**config.mk**
```make
export PLATFORM = sky130hd
export DESIGN_NAME = red_ecn_marker_unit
export DESIGN_NICKNAME = d
export VERILOG_FILES = /design/src/hdl/rem_pkg.sv /design/src/hdl/red_ecn_marker_unit.sv /design/src/hdl/rem_ctrl.sv /design/src/hdl/rem_dpath.sv
export SDC_FILE = /design/constraint.sdc
export NUM_CORES = 2
export LEC_CHECK = 0
export BUFFER_PORTS_ARGS = -buffer_cell sky130_fd_sc_hd__buf_2
export CORE_ASPECT_RATIO = 2
export CORE_MARGIN = 2
export CORE_UTILIZATION = 60
export DETAILED_ROUTE_END_ITERATION = 7
export HOLD_SLACK_MARGIN = 0.15
export PLACE_DENSITY = 0.78
export SKIP_LAST_GASP = 1
export SLEW_MARGIN = 20
export SYNTH_ARGS = -nofsm -noshare
export SYNTH_HDL_FRONTEND = slang
export SYNTH_HIERARCHICAL = 1
export SYNTH_SLANG_ARGS = --single-unit
```
**constraint.sdc**
```tcl
create_clock -name aclk -period 13.25 [get_ports aclk]
set_clock_uncertainty 0.1 [all_clocks]
set_input_delay 2.65 -clock aclk [delete_from_list [all_inputs] [get_ports aclk]]
set_output_delay 2.65 -clock aclk [all_outputs]
set_load 0.05 [all_outputs]
```
**src/hdl/rem_pkg.sv**
```systemverilog
// Package with the shared types, constants and codes of the RED ECN marker.
`timescale 1ns / 1ps
`default_nettype none
package rem_pkg;

    localparam int QUEUE_DEPTH_DEF   = 1024;
    localparam int FRACTION_BITS_DEF = 16;
    localparam int FACT_BITS         = 24;
    localparam int IDLE_W            = 10;
    localparam int DIV_STEPS         = 17;
    localparam int CFG_INDEX_W       = 3;
    localparam int CFG_DATA_W        = 16;

    localparam logic [1:0]  ECN_NOT_ECT = 2'd0;
    localparam logic [1:0]  ECN_CE      = 2'd3;
    localparam logic [16:0] COUNT_MAX   = 17'sd65535;

    typedef enum logic [2:0] {
        CFG_MIN_THRESHOLD   = 3'd0,
        CFG_MAX_THRESHOLD   = 3'd1,
        CFG_MAX_PROBABILITY = 3'd2,
        CFG_WEIGHT_SHIFT    = 3'd3,
        CFG_CAPACITY        = 3'd4
    } cfg_index_t;

    typedef enum logic [1:0] {
        VERDICT_FORWARD = 2'd0,
        VERDICT_MARK    = 2'd1,
        VERDICT_DROP    = 2'd2
    } verdict_t;

    typedef enum logic [1:0] {
        CNT_HOLD = 2'd0,
        CNT_ZERO = 2'd1,
        CNT_NEG  = 2'd2,
        CNT_INC  = 2'd3
    } cnt_op_t;

    typedef enum logic [3:0] {
        ST_IDLE,
        ST_CHECK,
        ST_EWMA,
        ST_DEC_INIT,
        ST_DEC_R,
        ST_DEC_B,
        ST_DEC_FIN,
        ST_DECIDE,
        ST_PB_MUL,
        ST_PB_DIV,
        ST_PB_LATCH,
        ST_CPB_MUL,
        ST_PA_CHECK,
        ST_PA_DIV,
        ST_PA_DONE,
        ST_OUT
    } state_t;

    typedef struct packed {
        logic     load;
        logic     ewma;
        logic     dec_init;
        logic     dec_mul_r;
        logic     dec_mul_b;
        logic     dec_final;
        logic     mul_pb;
        logic     div_pb_start;
        logic     div_pa_start;
        logic     div_step;
        logic     pb_latch;
        logic     mul_cpb;
        cnt_op_t  cnt_op;
        logic     set_pending;
        logic     clr_pending;
        logic     res_load;
        verdict_t res;
        logic     out_write;
    } cmd_t;

    typedef struct packed {
        logic pass_through;
        logic ecn_zero;
        logic ecn_ce;
        logic q_zero;
        logic idle_bit;
        logic over_limit;
        logic in_band;
        logic above_max;
        logic cpb_sat;
        logic pa_ovf;
        logic mark_hit;
        logic out_busy;
    } status_t;

endpackage
`default_nettype wire

```
**src/hdl/red_ecn_marker_unit.sv**
```systemverilog
// Top level of the RED ECN marker: controller and datapath joined.
//
//   channel  direction  handshake           payload
//   s_       in         s_valid / s_ready   ecn_bits, queue_length, idle_slots, random_value
//   m_       out        m_valid / m_ready   verdict
//   cfg_     in         cfg_we              cfg_index, cfg_wdata
//
// A packet with a pending mark goes from the check state straight to the result.
// Otherwise averaging is a single update, or a decay over the idle bits on an empty queue,
// and the band case adds the two 17-step serial divisions and the shared multiplier.
// The unit returns to idle once the result is written to the output register, and
// only then takes the next transfer.
// Reset is synchronous and active low; no clearing pass is needed.
// A new transfer is taken while the previous result still waits on m_ready.
`timescale 1ns / 1ps
`default_nettype none
module red_ecn_marker_unit
    import rem_pkg::*;
#(
    parameter int QUEUE_DEPTH   = QUEUE_DEPTH_DEF,
    parameter int FRACTION_BITS = FRACTION_BITS_DEF
) (
    input  wire logic                   aclk,
    input  wire logic                   aresetn,
    input  wire logic                   cfg_we,
    input  wire logic [CFG_INDEX_W-1:0] cfg_index,
    input  wire logic [CFG_DATA_W-1:0]  cfg_wdata,
    input  wire logic                   s_valid,
    output logic                        s_ready,
    input  wire logic [1:0]             s_ecn_bits,
    input  wire logic [10:0]            s_queue_length,
    input  wire logic [9:0]             s_idle_slots,
    input  wire logic [15:0]            s_random_value,
    output logic                        m_valid,
    input  wire logic                   m_ready,
    output logic [1:0]                  m_verdict
);

    cmd_t    cmd;
    status_t stat;

    rem_ctrl u_ctrl (
        .aclk    (aclk),
        .aresetn (aresetn),
        .s_valid (s_valid),
        .s_ready (s_ready),
        .stat    (stat),
        .cmd     (cmd)
    );

    rem_dpath #(
        .QUEUE_DEPTH   (QUEUE_DEPTH),
        .FRACTION_BITS (FRACTION_BITS)
    ) u_dpath (
        .aclk           (aclk),
        .aresetn        (aresetn),
        .cfg_we         (cfg_we),
        .cfg_index      (cfg_index),
        .cfg_wdata      (cfg_wdata),
        .s_ecn_bits     (s_ecn_bits),
        .s_queue_length (s_queue_length),
        .s_idle_slots   (s_idle_slots),
        .s_random_value (s_random_value),
        .m_valid        (m_valid),
        .m_ready        (m_ready),
        .m_verdict      (m_verdict),
        .cmd            (cmd),
        .stat           (stat)
    );

endmodule
`default_nettype wire

```
**src/hdl/rem_ctrl.sv**
```systemverilog
// Controller state machine that sequences the marker datapath for one packet.
`timescale 1ns / 1ps
`default_nettype none
module rem_ctrl
    import rem_pkg::*;
(
    input  wire logic    aclk,
    input  wire logic    aresetn,
    input  wire logic    s_valid,
    output logic         s_ready,
    input  wire status_t stat,
    output cmd_t         cmd
);

    localparam logic [4:0] DEC_LAST = 5'(IDLE_W - 1);
    localparam logic [4:0] DIV_LAST = 5'(DIV_STEPS - 1);

    state_t     state_reg, state_next;
    logic [4:0] iter_reg, iter_next;

    always_ff @(posedge aclk) begin
        if (!aresetn) begin
            state_reg <= ST_IDLE;
            iter_reg  <= 5'd0;
        end else begin
            state_reg <= state_next;
            iter_reg  <= iter_next;
        end
    end

    always_comb begin
        state_next = state_reg;
        iter_next  = iter_reg;
        cmd        = '0;
        cmd.cnt_op = CNT_HOLD;
        cmd.res    = VERDICT_FORWARD;
        s_ready    = 1'b0;
        case (state_reg)
            ST_IDLE: begin
                s_ready = 1'b1;
                if (s_valid) begin
                    cmd.load   = 1'b1;
                    state_next = ST_CHECK;
                end
            end
            ST_CHECK: begin
                if (stat.pass_through) begin
                    cmd.clr_pending = 1'b1;
                    cmd.res_load    = 1'b1;
                    cmd.res         = VERDICT_MARK;
                    state_next      = ST_OUT;
                end else if (stat.q_zero) begin
                    state_next = ST_DEC_INIT;
                end else begin
                    state_next = ST_EWMA;
                end
            end
            ST_EWMA: begin
                cmd.ewma   = 1'b1;
                state_next = ST_DECIDE;
            end
            ST_DEC_INIT: begin
                cmd.dec_init = 1'b1;
                iter_next    = 5'd0;
                state_next   = ST_DEC_R;
            end
            ST_DEC_R: begin
                cmd.dec_mul_r = stat.idle_bit;
                state_next    = ST_DEC_B;
            end
            ST_DEC_B: begin
                cmd.dec_mul_b = 1'b1;
                iter_next     = iter_reg + 5'd1;
                state_next    = (iter_reg == DEC_LAST) ? ST_DEC_FIN : ST_DEC_R;
            end
            ST_DEC_FIN: begin
                cmd.dec_final = 1'b1;
                state_next    = ST_DECIDE;
            end
            ST_DECIDE: begin
                state_next   = ST_OUT;
                cmd.res_load = 1'b1;
                if (stat.over_limit) begin
                    cmd.cnt_op = CNT_ZERO;
                    cmd.res    = VERDICT_DROP;
                end else if (stat.ecn_zero) begin
                    cmd.cnt_op = CNT_NEG;
                end else if (stat.in_band) begin
                    cmd.cnt_op   = CNT_INC;
                    cmd.res_load = 1'b0;
                    state_next   = ST_PB_MUL;
                end else if (stat.above_max) begin
                    cmd.cnt_op      = CNT_ZERO;
                    cmd.set_pending = stat.ecn_ce;
                    cmd.res         = stat.ecn_ce ? VERDICT_FORWARD : VERDICT_MARK;
                end else begin
                    cmd.cnt_op = CNT_NEG;
                end
            end
            ST_PB_MUL: begin
                cmd.mul_pb = 1'b1;
                state_next = ST_PB_DIV;
                iter_next  = 5'd0;
            end
            ST_PB_DIV: begin
                cmd.div_pb_start = (iter_reg == 5'd0);
                cmd.div_step     = (iter_reg != 5'd0);
                iter_next        = iter_reg + 5'd1;
                if (iter_reg == DIV_LAST + 5'd1) begin
                    state_next = ST_PB_LATCH;
                end
            end
            ST_PB_LATCH: begin
                cmd.pb_latch = 1'b1;
                state_next   = ST_CPB_MUL;
            end
            ST_CPB_MUL: begin
                cmd.mul_cpb = 1'b1;
                state_next  = ST_PA_CHECK;
            end
            ST_PA_CHECK: begin
                if (stat.cpb_sat || stat.pa_ovf) begin
                    cmd.cnt_op      = CNT_ZERO;
                    cmd.res_load    = 1'b1;
                    cmd.set_pending = stat.ecn_ce;
                    cmd.res         = stat.ecn_ce ? VERDICT_FORWARD : VERDICT_MARK;
                    state_next      = ST_OUT;
                end else begin
                    cmd.div_pa_start = 1'b1;
                    iter_next        = 5'd0;
                    state_next       = ST_PA_DIV;
                end
            end
            ST_PA_DIV: begin
                cmd.div_step = 1'b1;
                iter_next    = iter_reg + 5'd1;
                if (iter_reg == DIV_LAST) begin
                    state_next = ST_PA_DONE;
                end
            end
            ST_PA_DONE: begin
                cmd.res_load = 1'b1;
                state_next   = ST_OUT;
                if (stat.mark_hit) begin
                    cmd.cnt_op      = CNT_ZERO;
                    cmd.set_pending = stat.ecn_ce;
                    cmd.res         = stat.ecn_ce ? VERDICT_FORWARD : VERDICT_MARK;
                end
            end
            ST_OUT: begin
                if (!stat.out_busy) begin
                    cmd.out_write = 1'b1;
                    state_next    = ST_IDLE;
                end
            end
            default: begin
                state_next = ST_IDLE;
            end
        endcase
    end

endmodule
`default_nettype wire

```
**src/hdl/rem_dpath.sv**
```systemverilog
// Datapath of the marker: registers, averaging, shared multiplier and divider.
`timescale 1ns / 1ps
`default_nettype none
module rem_dpath
    import rem_pkg::*;
#(
    parameter int QUEUE_DEPTH   = QUEUE_DEPTH_DEF,
    parameter int FRACTION_BITS = FRACTION_BITS_DEF
) (
    input  wire logic                   aclk,
    input  wire logic                   aresetn,
    input  wire logic                   cfg_we,
    input  wire logic [CFG_INDEX_W-1:0] cfg_index,
    input  wire logic [CFG_DATA_W-1:0]  cfg_wdata,
    input  wire logic [1:0]             s_ecn_bits,
    input  wire logic [10:0]            s_queue_length,
    input  wire logic [9:0]             s_idle_slots,
    input  wire logic [15:0]            s_random_value,
    output logic                        m_valid,
    input  wire logic                   m_ready,
    output logic [1:0]                  m_verdict,
    input  wire cmd_t                   cmd,
    output status_t                     stat
);

    localparam int AW = 11 + FRACTION_BITS;
    localparam int EW = AW + 16;
    localparam int MA = (AW > 25) ? AW : 25;
    localparam int PW = MA + 25;
    localparam int NW = AW + 16;

    logic [10:0] min_reg, max_reg, cap_reg;
    logic [15:0] maxp_reg;
    logic [3:0]  ws_reg;

    logic [1:0]         ecn_reg;
    logic [10:0]        q_reg;
    logic [IDLE_W-1:0]  idle_reg;
    logic [15:0]        rnd_reg;
    logic [AW-1:0]      avg_reg;
    logic signed [16:0] count_reg;
    logic               pending_reg;
    logic [24:0]        r_reg, base_reg;
    logic [NW-1:0]      num_reg;
    logic [AW-1:0]      den_reg;
    logic [AW:0]        rem_reg;
    logic [16:0]        sh_reg;
    logic [16:0]        pb_reg;
    logic [31:0]        cpb_reg;
    verdict_t           res_reg;
    logic               m_valid_reg;
    verdict_t           m_verdict_reg;

    logic [10:0]   q_clamped, limit;
    logic [AW-1:0] minf, maxf;
    logic [EW-1:0] ewma_sum;
    logic [MA-1:0] op_a;
    logic [24:0]   op_b;
    logic [PW-1:0] prod;
    logic [AW+1:0] trial;
    logic          trial_ge;
    logic [16:0]   pa_den, pa_cap;

    assign q_clamped = (32'(s_queue_length) > 32'(QUEUE_DEPTH)) ? 11'(QUEUE_DEPTH)
                                                               : s_queue_length;
    assign limit = (cap_reg > max_reg) ? cap_reg : max_reg;
    assign minf  = {min_reg, {FRACTION_BITS{1'b0}}};
    assign maxf  = {max_reg, {FRACTION_BITS{1'b0}}};

    assign ewma_sum = (EW'(avg_reg) << ws_reg) - EW'(avg_reg)
                    + (EW'(q_reg) << FRACTION_BITS);

    always_comb begin
        op_a = MA'(r_reg);
        op_b = base_reg;
        if (cmd.dec_mul_b) begin
            op_a = MA'(base_reg);
        end else if (cmd.dec_final) begin
            op_a = MA'(avg_reg);
            op_b = r_reg;
        end else if (cmd.mul_pb) begin
            op_a = MA'(avg_reg - minf);
            op_b = 25'(maxp_reg);
        end else if (cmd.mul_cpb) begin
            op_a = MA'(count_reg[15:0]);
            op_b = 25'(pb_reg);
        end
    end

    assign prod = PW'(op_a) * PW'(op_b);

    assign trial    = {rem_reg, sh_reg[16]};
    assign trial_ge = trial >= (AW+2)'(den_reg);
    assign pa_den   = 17'h10000 - cpb_reg[16:0];
    assign pa_cap   = (sh_reg > 17'h10000) ? 17'h10000 : sh_reg;

    always_comb begin
        stat.pass_through = (ecn_reg != ECN_NOT_ECT) && pending_reg && (ecn_reg != ECN_CE);
        stat.ecn_zero     = (ecn_reg == ECN_NOT_ECT);
        stat.ecn_ce       = (ecn_reg == ECN_CE);
        stat.q_zero       = (q_reg == 11'd0);
        stat.idle_bit     = idle_reg[0];
        stat.over_limit   = (q_reg >= limit);
        stat.in_band      = (minf <= avg_reg) && (avg_reg < maxf);
        stat.above_max    = (avg_reg >= maxf);
        stat.cpb_sat      = |cpb_reg[31:16];
        stat.pa_ovf       = (pb_reg >> 1) >= pa_den;
        stat.mark_hit     = {1'b0, rnd_reg} < pa_cap;
        stat.out_busy     = m_valid_reg && !m_ready;
    end

    always_ff @(posedge aclk) begin
        if (!aresetn) begin
            min_reg  <= 11'd5;
            max_reg  <= 11'd15;
            maxp_reg <= 16'd6554;
            ws_reg   <= 4'd9;
            cap_reg  <= 11'd100;
        end else if (cfg_we) begin
            case (cfg_index)
                CFG_MIN_THRESHOLD:   min_reg  <= cfg_wdata[10:0];
                CFG_MAX_THRESHOLD:   max_reg  <= cfg_wdata[10:0];
                CFG_MAX_PROBABILITY: maxp_reg <= cfg_wdata;
                CFG_WEIGHT_SHIFT:    ws_reg   <= cfg_wdata[3:0];
                CFG_CAPACITY:        cap_reg  <= cfg_wdata[10:0];
                default: begin
                end
            endcase
        end
    end

    always_ff @(posedge aclk) begin
        if (!aresetn) begin
            avg_reg     <= '0;
            count_reg   <= -17'sd1;
            pending_reg <= 1'b0;
            m_valid_reg <= 1'b0;
        end else begin
            if (cmd.ewma) begin
                avg_reg <= AW'(ewma_sum >> ws_reg);
            end else if (cmd.dec_final) begin
                avg_reg <= AW'(prod >> FACT_BITS);
            end
            case (cmd.cnt_op)
                CNT_ZERO: count_reg <= 17'sd0;
                CNT_NEG:  count_reg <= -17'sd1;
                CNT_INC: begin
                    if (count_reg < $signed(COUNT_MAX)) begin
                        count_reg <= count_reg + 17'sd1;
                    end
                end
                default: begin
                end
            endcase
            if (cmd.set_pending) begin
                pending_reg <= 1'b1;
            end else if (cmd.clr_pending) begin
                pending_reg <= 1'b0;
            end
            if (cmd.out_write) begin
                m_valid_reg <= 1'b1;
            end else if (m_ready) begin
                m_valid_reg <= 1'b0;
            end
        end
    end

    always_ff @(posedge aclk) begin
        if (cmd.load) begin
            ecn_reg  <= s_ecn_bits;
            q_reg    <= q_clamped;
            idle_reg <= s_idle_slots;
            rnd_reg  <= s_random_value;
        end else if (cmd.dec_mul_b) begin
            idle_reg <= idle_reg >> 1;
        end
        if (cmd.dec_init) begin
            r_reg    <= 25'(1) << FACT_BITS;
            base_reg <= (25'(1) << FACT_BITS) - (25'(1) << (5'(FACT_BITS) - {1'b0, ws_reg}));
        end else if (cmd.dec_mul_r) begin
            r_reg <= 25'(prod >> FACT_BITS);
        end else if (cmd.dec_mul_b) begin
            base_reg <= 25'(prod >> FACT_BITS);
        end
        if (cmd.mul_pb) begin
            num_reg <= NW'(prod);
            den_reg <= maxf - minf;
        end
        if (cmd.div_pb_start) begin
            rem_reg <= (AW+1)'(num_reg >> DIV_STEPS);
            sh_reg  <= num_reg[16:0];
        end else if (cmd.div_pa_start) begin
            rem_reg <= (AW+1)'(pb_reg >> 1);
            sh_reg  <= {pb_reg[0], 16'd0};
            den_reg <= AW'(pa_den);
        end else if (cmd.div_step) begin
            rem_reg <= trial_ge ? (AW+1)'(trial - (AW+2)'(den_reg)) : (AW+1)'(trial);
            sh_reg  <= {sh_reg[15:0], trial_ge};
        end
        if (cmd.pb_latch) begin
            pb_reg <= sh_reg;
        end
        if (cmd.mul_cpb) begin
            cpb_reg <= 32'(prod);
        end
        if (cmd.res_load) begin
            res_reg <= cmd.res;
        end
        if (cmd.out_write) begin
            m_verdict_reg <= res_reg;
        end
    end

    assign m_valid   = m_valid_reg;
    assign m_verdict = m_verdict_reg;

    a_no_overwrite: assert property (@(posedge aclk) disable iff (!aresetn)
        cmd.out_write |-> !(m_valid_reg && !m_ready))
        else $error("Result overwritten before its transfer.");

    a_count_range: assert property (@(posedge aclk) disable iff (!aresetn)
        (count_reg >= -17'sd1) && (count_reg <= $signed(COUNT_MAX)))
        else $error("Mark count left its range.");

    a_one_mult: assert property (@(posedge aclk) disable iff (!aresetn)
        $onehot0({cmd.dec_mul_r, cmd.dec_mul_b, cmd.dec_final, cmd.mul_pb, cmd.mul_cpb}))
        else $error("Shared multiplier claimed twice.");

    a_one_div: assert property (@(posedge aclk) disable iff (!aresetn)
        $onehot0({cmd.div_pb_start, cmd.div_pa_start, cmd.div_step}))
        else $error("Divider given two commands at once.");

endmodule
`default_nettype wire

```
## Yosys cells after proc, flatten, opt, wreduce, memory -nomap -nowiden

Index checks and enable logic that the tools add are counted.

| cells by class | value |
|---|---|
| add/sub/neg operators | 10 |
| multiply operators | 1 |
| magnitude comparators | 11 |
| equality and inequality tests | 34 |
| shift-type cells | 3 |
| muxes and demuxes | 87 |
| reduce and logical (&&, ||, !) cells | 35 |

Operators with widths:

| operator | number |
|---|---|
| $mux W27 | 8 |
| $mux W25 | 8 |
| $mux W17 | 5 |
| $mux W26 | 3 |
| $pmux W4 S15 | 1 |
| $sub A27 B27 Y27 | 2 |
| $mul A27 B25 Y51 | 1 |
| $pmux W17 S3 | 1 |
| $add A43 B27 Y43 | 1 |
| $shl A27 B4 Y43 | 1 |
| $shr A43 B4 Y27 | 1 |
| $sub A43 B27 Y43 | 1 |
| $eq A4 B4 Y1 const B | 8 |
| $mux W4 | 8 |
| $ge A29 B27 Y1 | 1 |
| $mux W1 | 29 |
| $mux W28 | 1 |
| $sub A28 B27 Y28 | 1 |
| $ge A27 B27 Y1 | 1 |
| $le A27 B27 Y1 | 1 |
| $lt A27 B27 Y1 | 1 |
| $shl A1 B5 Y25 const A | 1 |
| $sub A25 B25 Y25 const A | 1 |
| $mux W2 | 12 |
| 47 further kinds | 83 |

| word-level totals | value |
|---|---|
| register bits after elaboration | 365 |
| input bits | 63 |
| output and inout bits | 4 |
| word-level logic and storage cells | 207 |

## Logic depth before layout (Yosys ltp)

| logic depth | value |
|---|---|
| depth in word-level cells | 10 |
| mapped depth | 40 |

## Hierarchy

The synthesis kept the hierarchy.

Modules (own cells, without submodules):

| module | instances | cells an instance | area an instance (µm²) | sequential area each (µm²) |
|---|---|---|---|---|
| rem_dpath | 1 | 5,349 | 46,844.9 | 9,158.8 |
| rem_ctrl | 1 | 127 | 913.4 | 180.2 |

## Least setup slack after synthesis

OpenSTA, ideal clock, no wires.

| timing | value |
|---|---|
| path kind | register to register |
| start point | register u_ctrl.state_reg[3] |
| end point | register u_dpath.avg_reg[19] |
| data arrival time | 11.619 ns |
| path slack | 1.412 ns |
| cell stages (with the launch flop) | 36 |
| buffers on the path | 4 |
| clock period less this slack | 11.838 ns |
| path through | dfxtp_1 -> clkbuf_1 -> nand2b_1 -> nor3_1 -> clkbuf_1 -> nor2_1 -> clkbuf_1 -> nand2_1 -> o21ai_0 -> o21ai_1 -> clkbuf_1 -> nand2_1 -> fa_1 -> fa_1 -> fa_1 -> inv_1 -> fa_1 -> inv_1 -> fa_1 -> inv_1 -> fa_1 -> inv_1 -> fa_1 -> inv_1 -> ha_1 -> a21o_1 -> a21oi_1 -> nor2b_2 -> a2111oi_4 -> a21oi_1 -> a311oi_4 -> nor2_2 -> a31oi_1 -> xnor2_1 -> mux2_4 -> o221a_1 |

RTL lines:

| item | RTL line | text |
|---|---|---|
| start, declared | rem_ctrl.sv:18 | `state_t state_reg, state_next;` |
| start signal, assigned | rem_ctrl.sv:26 | `state_reg <= state_next;` |
| end signal, assigned | rem_dpath.sv:140 | `avg_reg <= AW'(ewma_sum >> ws_reg);` |
| end signal, assigned | rem_dpath.sv:142 | `avg_reg <= AW'(prod >> FACT_BITS);` |
| end, declared | rem_dpath.sv:40 | `logic [AW-1:0] avg_reg;` |

==> metrics.cfg <==
[status]
run_status = finished, final reports clean

[sta]
report.final.hold_viol_count = 0
final_number_of_max_transition_violations = 0
period_utilization_pct = 92.1
fin_tns_setup_ps = 0
finalWorstSetupSlack_ps = 1050
tightest_slew_margin_relative_to_the_limit_pct = 14.2
grt_setup_unrepaired = no
top_achievable_clock_speed_mhz = 81.9
worst_slew_pin_slew_ps = 1280
finalSetupViolations = 0
final_period_minus_worst_setup_slack_ps = 12200

[layout]
multiInputGateArea_um2 = 34500
final_layout_size_suffix_gt1_share_pct = 7.12
num-nets-final = 6417
synthToLayoutAreaGrowth_pct = 5.36
ff_latch_area_um2 = 9340
largest_register_ffs = 43
number_of_fill_cells = 6818

[synthesis]
synth_cell_types = 113
synthesis.yosys.warnings = 6
synth_edf_count = 203
mappedNetlistArea_um2 = 47800
synth.top_cells.by_area = fa_1 (25%), edfxtp_1 (13%), ha_1 (9.4%)
average_size_of_a_mapped_cell_um2 = 8.72
synth_seq_area_share_pct = 19.6
synth_async_sr_flop_share_pct = 0
postSynthRegisterBits = 365
netlist.area_leader.share_pct = 24.6
yosysTopAreaCell = fa_1
ys.flop_type = edfxtp_1
postSynthCellCount = 5476

[route]
detailedRoute.firstPassIterationCount = 6
post_drt_antenna_nets = 0
detail_route.wirelength_mm = 180
post_drt_via_cell_ratio = 6.48
via_count = 41900
drt-initial-drc-count = 3873
wire_per_inst_um = 27.8
post-route-drc-count = 0

[worst_setup_path]
regToRegSetupSlack_ps = 1050
critical_path.slowest_cell = mux2_2
cp_data_arrival_time_ps = 12560
critPathRequiredTime_ps = 13600
crit_start = u_ctrl/state_reg[2]
timing.setup.critical_path_class = flip-flop to flip-flop
nature_of_the_critical_path_startpoint = flip-flop
slowest_delay_ps = 750
crit_path_end_kind = flip-flop
reg2reg_from = u_ctrl/state_reg[2]
highest_net_fanout_along_the_worst_path = 43

[floorplanning]
die_width_um = 203
core.rowCount = 146
initial_core_util_pct = 60.4
top_level_ports = 67
core_um2 = 79100
floorplan.die_area_um2 = 82000
die_height_um = 403

[global_routing]
global_route.overflow_total = 0
global_route_wire_length_before_repair_mm = 267
grt_pass1_vias = 44000
antenna_violations_before_repair = 9
track_usage_pct = 44.5
grt_max_degree = 81

[placed_design]
routabilityCongestion = 1.05
placement.io_buffers = 66
place_hpwl_mm = 142
pre_cts_slack_ps = 1790

[worst_hold_path]
hold_path_class = flip-flop to flip-flop
holdCritStartpoint = u_dpath/res_reg[1]

[clock_tree]
numCtsBuffers = 35
clk-insertion-delay-late_ps = 590
root_buffer = clkbuf_16
hold_buffer_count_at_cts = 0
cts-htree-levels = 2
cts-resized-gates = 0
clock_sinks = 365
clk_transition_reported_paths_ps = 70
cts_setup_buffers = 0
tritoncts = done
cts_buffer_depth = 3

[run]
max_cap_violations = 0

logic make-up (layout without fill, tap and decap cells):
kind of cell / Yosys count / in the layout / synth area share [%]
and+or+nand+nor: 1718 / 1718 / 15.8
other: 1 / 6 / 0.00785
AOI/OAI and AO/OA: 1024 / 1024 / 14.3
muxes: 226 / 226 / 5.57
DFF: 365 / 365 / 19.6
adders and majority gates: 945 / 945 / 34.0
buffers and inverters: 1067 / 1025 / 8.49
xor gates and xnor gates: 130 / 130 / 2.38
metrics by stage:
stage	util (%)	cells	hold WS (ps)	instance area, µm²
final	63.6	6475	350	50300
after global routing	63.6	6473	368	50300
after CTS	63.6	6471	357	50300
after detailed placement	62.1	6408	311	49200
after global placement	62.1	6408	340	49200
after floorplan	-	5477	300	47800
critical path, delay by kind of cell, from the launching register on:
family	cells	cell delay, ps
compound gates	9	2760
xor+xnor	1	680
fa+ha+maj	8	4300
buf+inv	9	1440
flops	1	740
mux	1	750
simple gates	4	1170
path summary, 6_finish.rpt:
check | to | cells after the start
worst max-delay path | u_dpath/avg_reg[17] | 32
worst min-delay path | u_dpath/m_verdict[1] | 0
worst max register to register | u_dpath/avg_reg[17] | 32
worst min register to register | u_dpath/m_verdict[1] | 0
area by class of cell:
class | count | share of cell area [%]
Antenna cell | 4 | 0.0199
Clock buffer | 42 | 1.85
Clock inverter | 21 | 0.368
Inverter | 803 | 5.99
Multi-Input combinational cell | 4045 | 68.6
Sequential cell | 365 | 18.6
Tap cell | 1036 | 2.58
Timing Repair Buffer | 159 | 2.07
cells in the mapped netlist, types with 10 or more instances:
cell / count
inv_1: 797
a21boi_0: 10
nor3_1: 63
nand2b_1: 49
a22oi_1: 14
nand3_1: 78
dfxtp_1: 162
buf_1: 36
ha_1: 359
fa_1: 586
nand4_1: 29
a211oi_1: 58
nor2b_1: 60
mux2_2: 53
and3_1: 24
o31ai_1: 24
nor2_1: 544
o21ai_1: 33
mux2i_1: 146
and2_1: 27
xor2_1: 49
a21o_1: 75
o21bai_1: 19
a22o_1: 26
o21ai_0: 186
o22ai_1: 13
mux4_2: 26
or2_2: 16
nand2_1: 728
a21oi_1: 274
o21a_1: 85
edfxtp_1: 203
xnor2_1: 81
o211ai_1: 48
nor4_1: 32
or3_1: 15
clkbuf_1: 213
a31oi_1: 33
layer usage:
metal	global-route usage (%)	share of wire, %	up-vias
li1	-	-	18000
met1	42.7	30	20400
met2	75.8	49	2362
met3	8.90	7.7	1095
met4	47.6	14	6
met5	0	0.022	-
placed cells by master (no fill, tap or decap), drive strengths merged, types with 86 or more instances in the layout:
cell type	count
a21oi	279
buf	159
dfxtp	162
edfxtp	203
fa	586
ha	359
inv	801
mux2i	146
nand2	730
nor2	546
o21a	86
o21ai	221
Power is left out: the tool's default activity adds up to more than one toggle a clock period on the data nets, which glitch-free logic cannot reach.
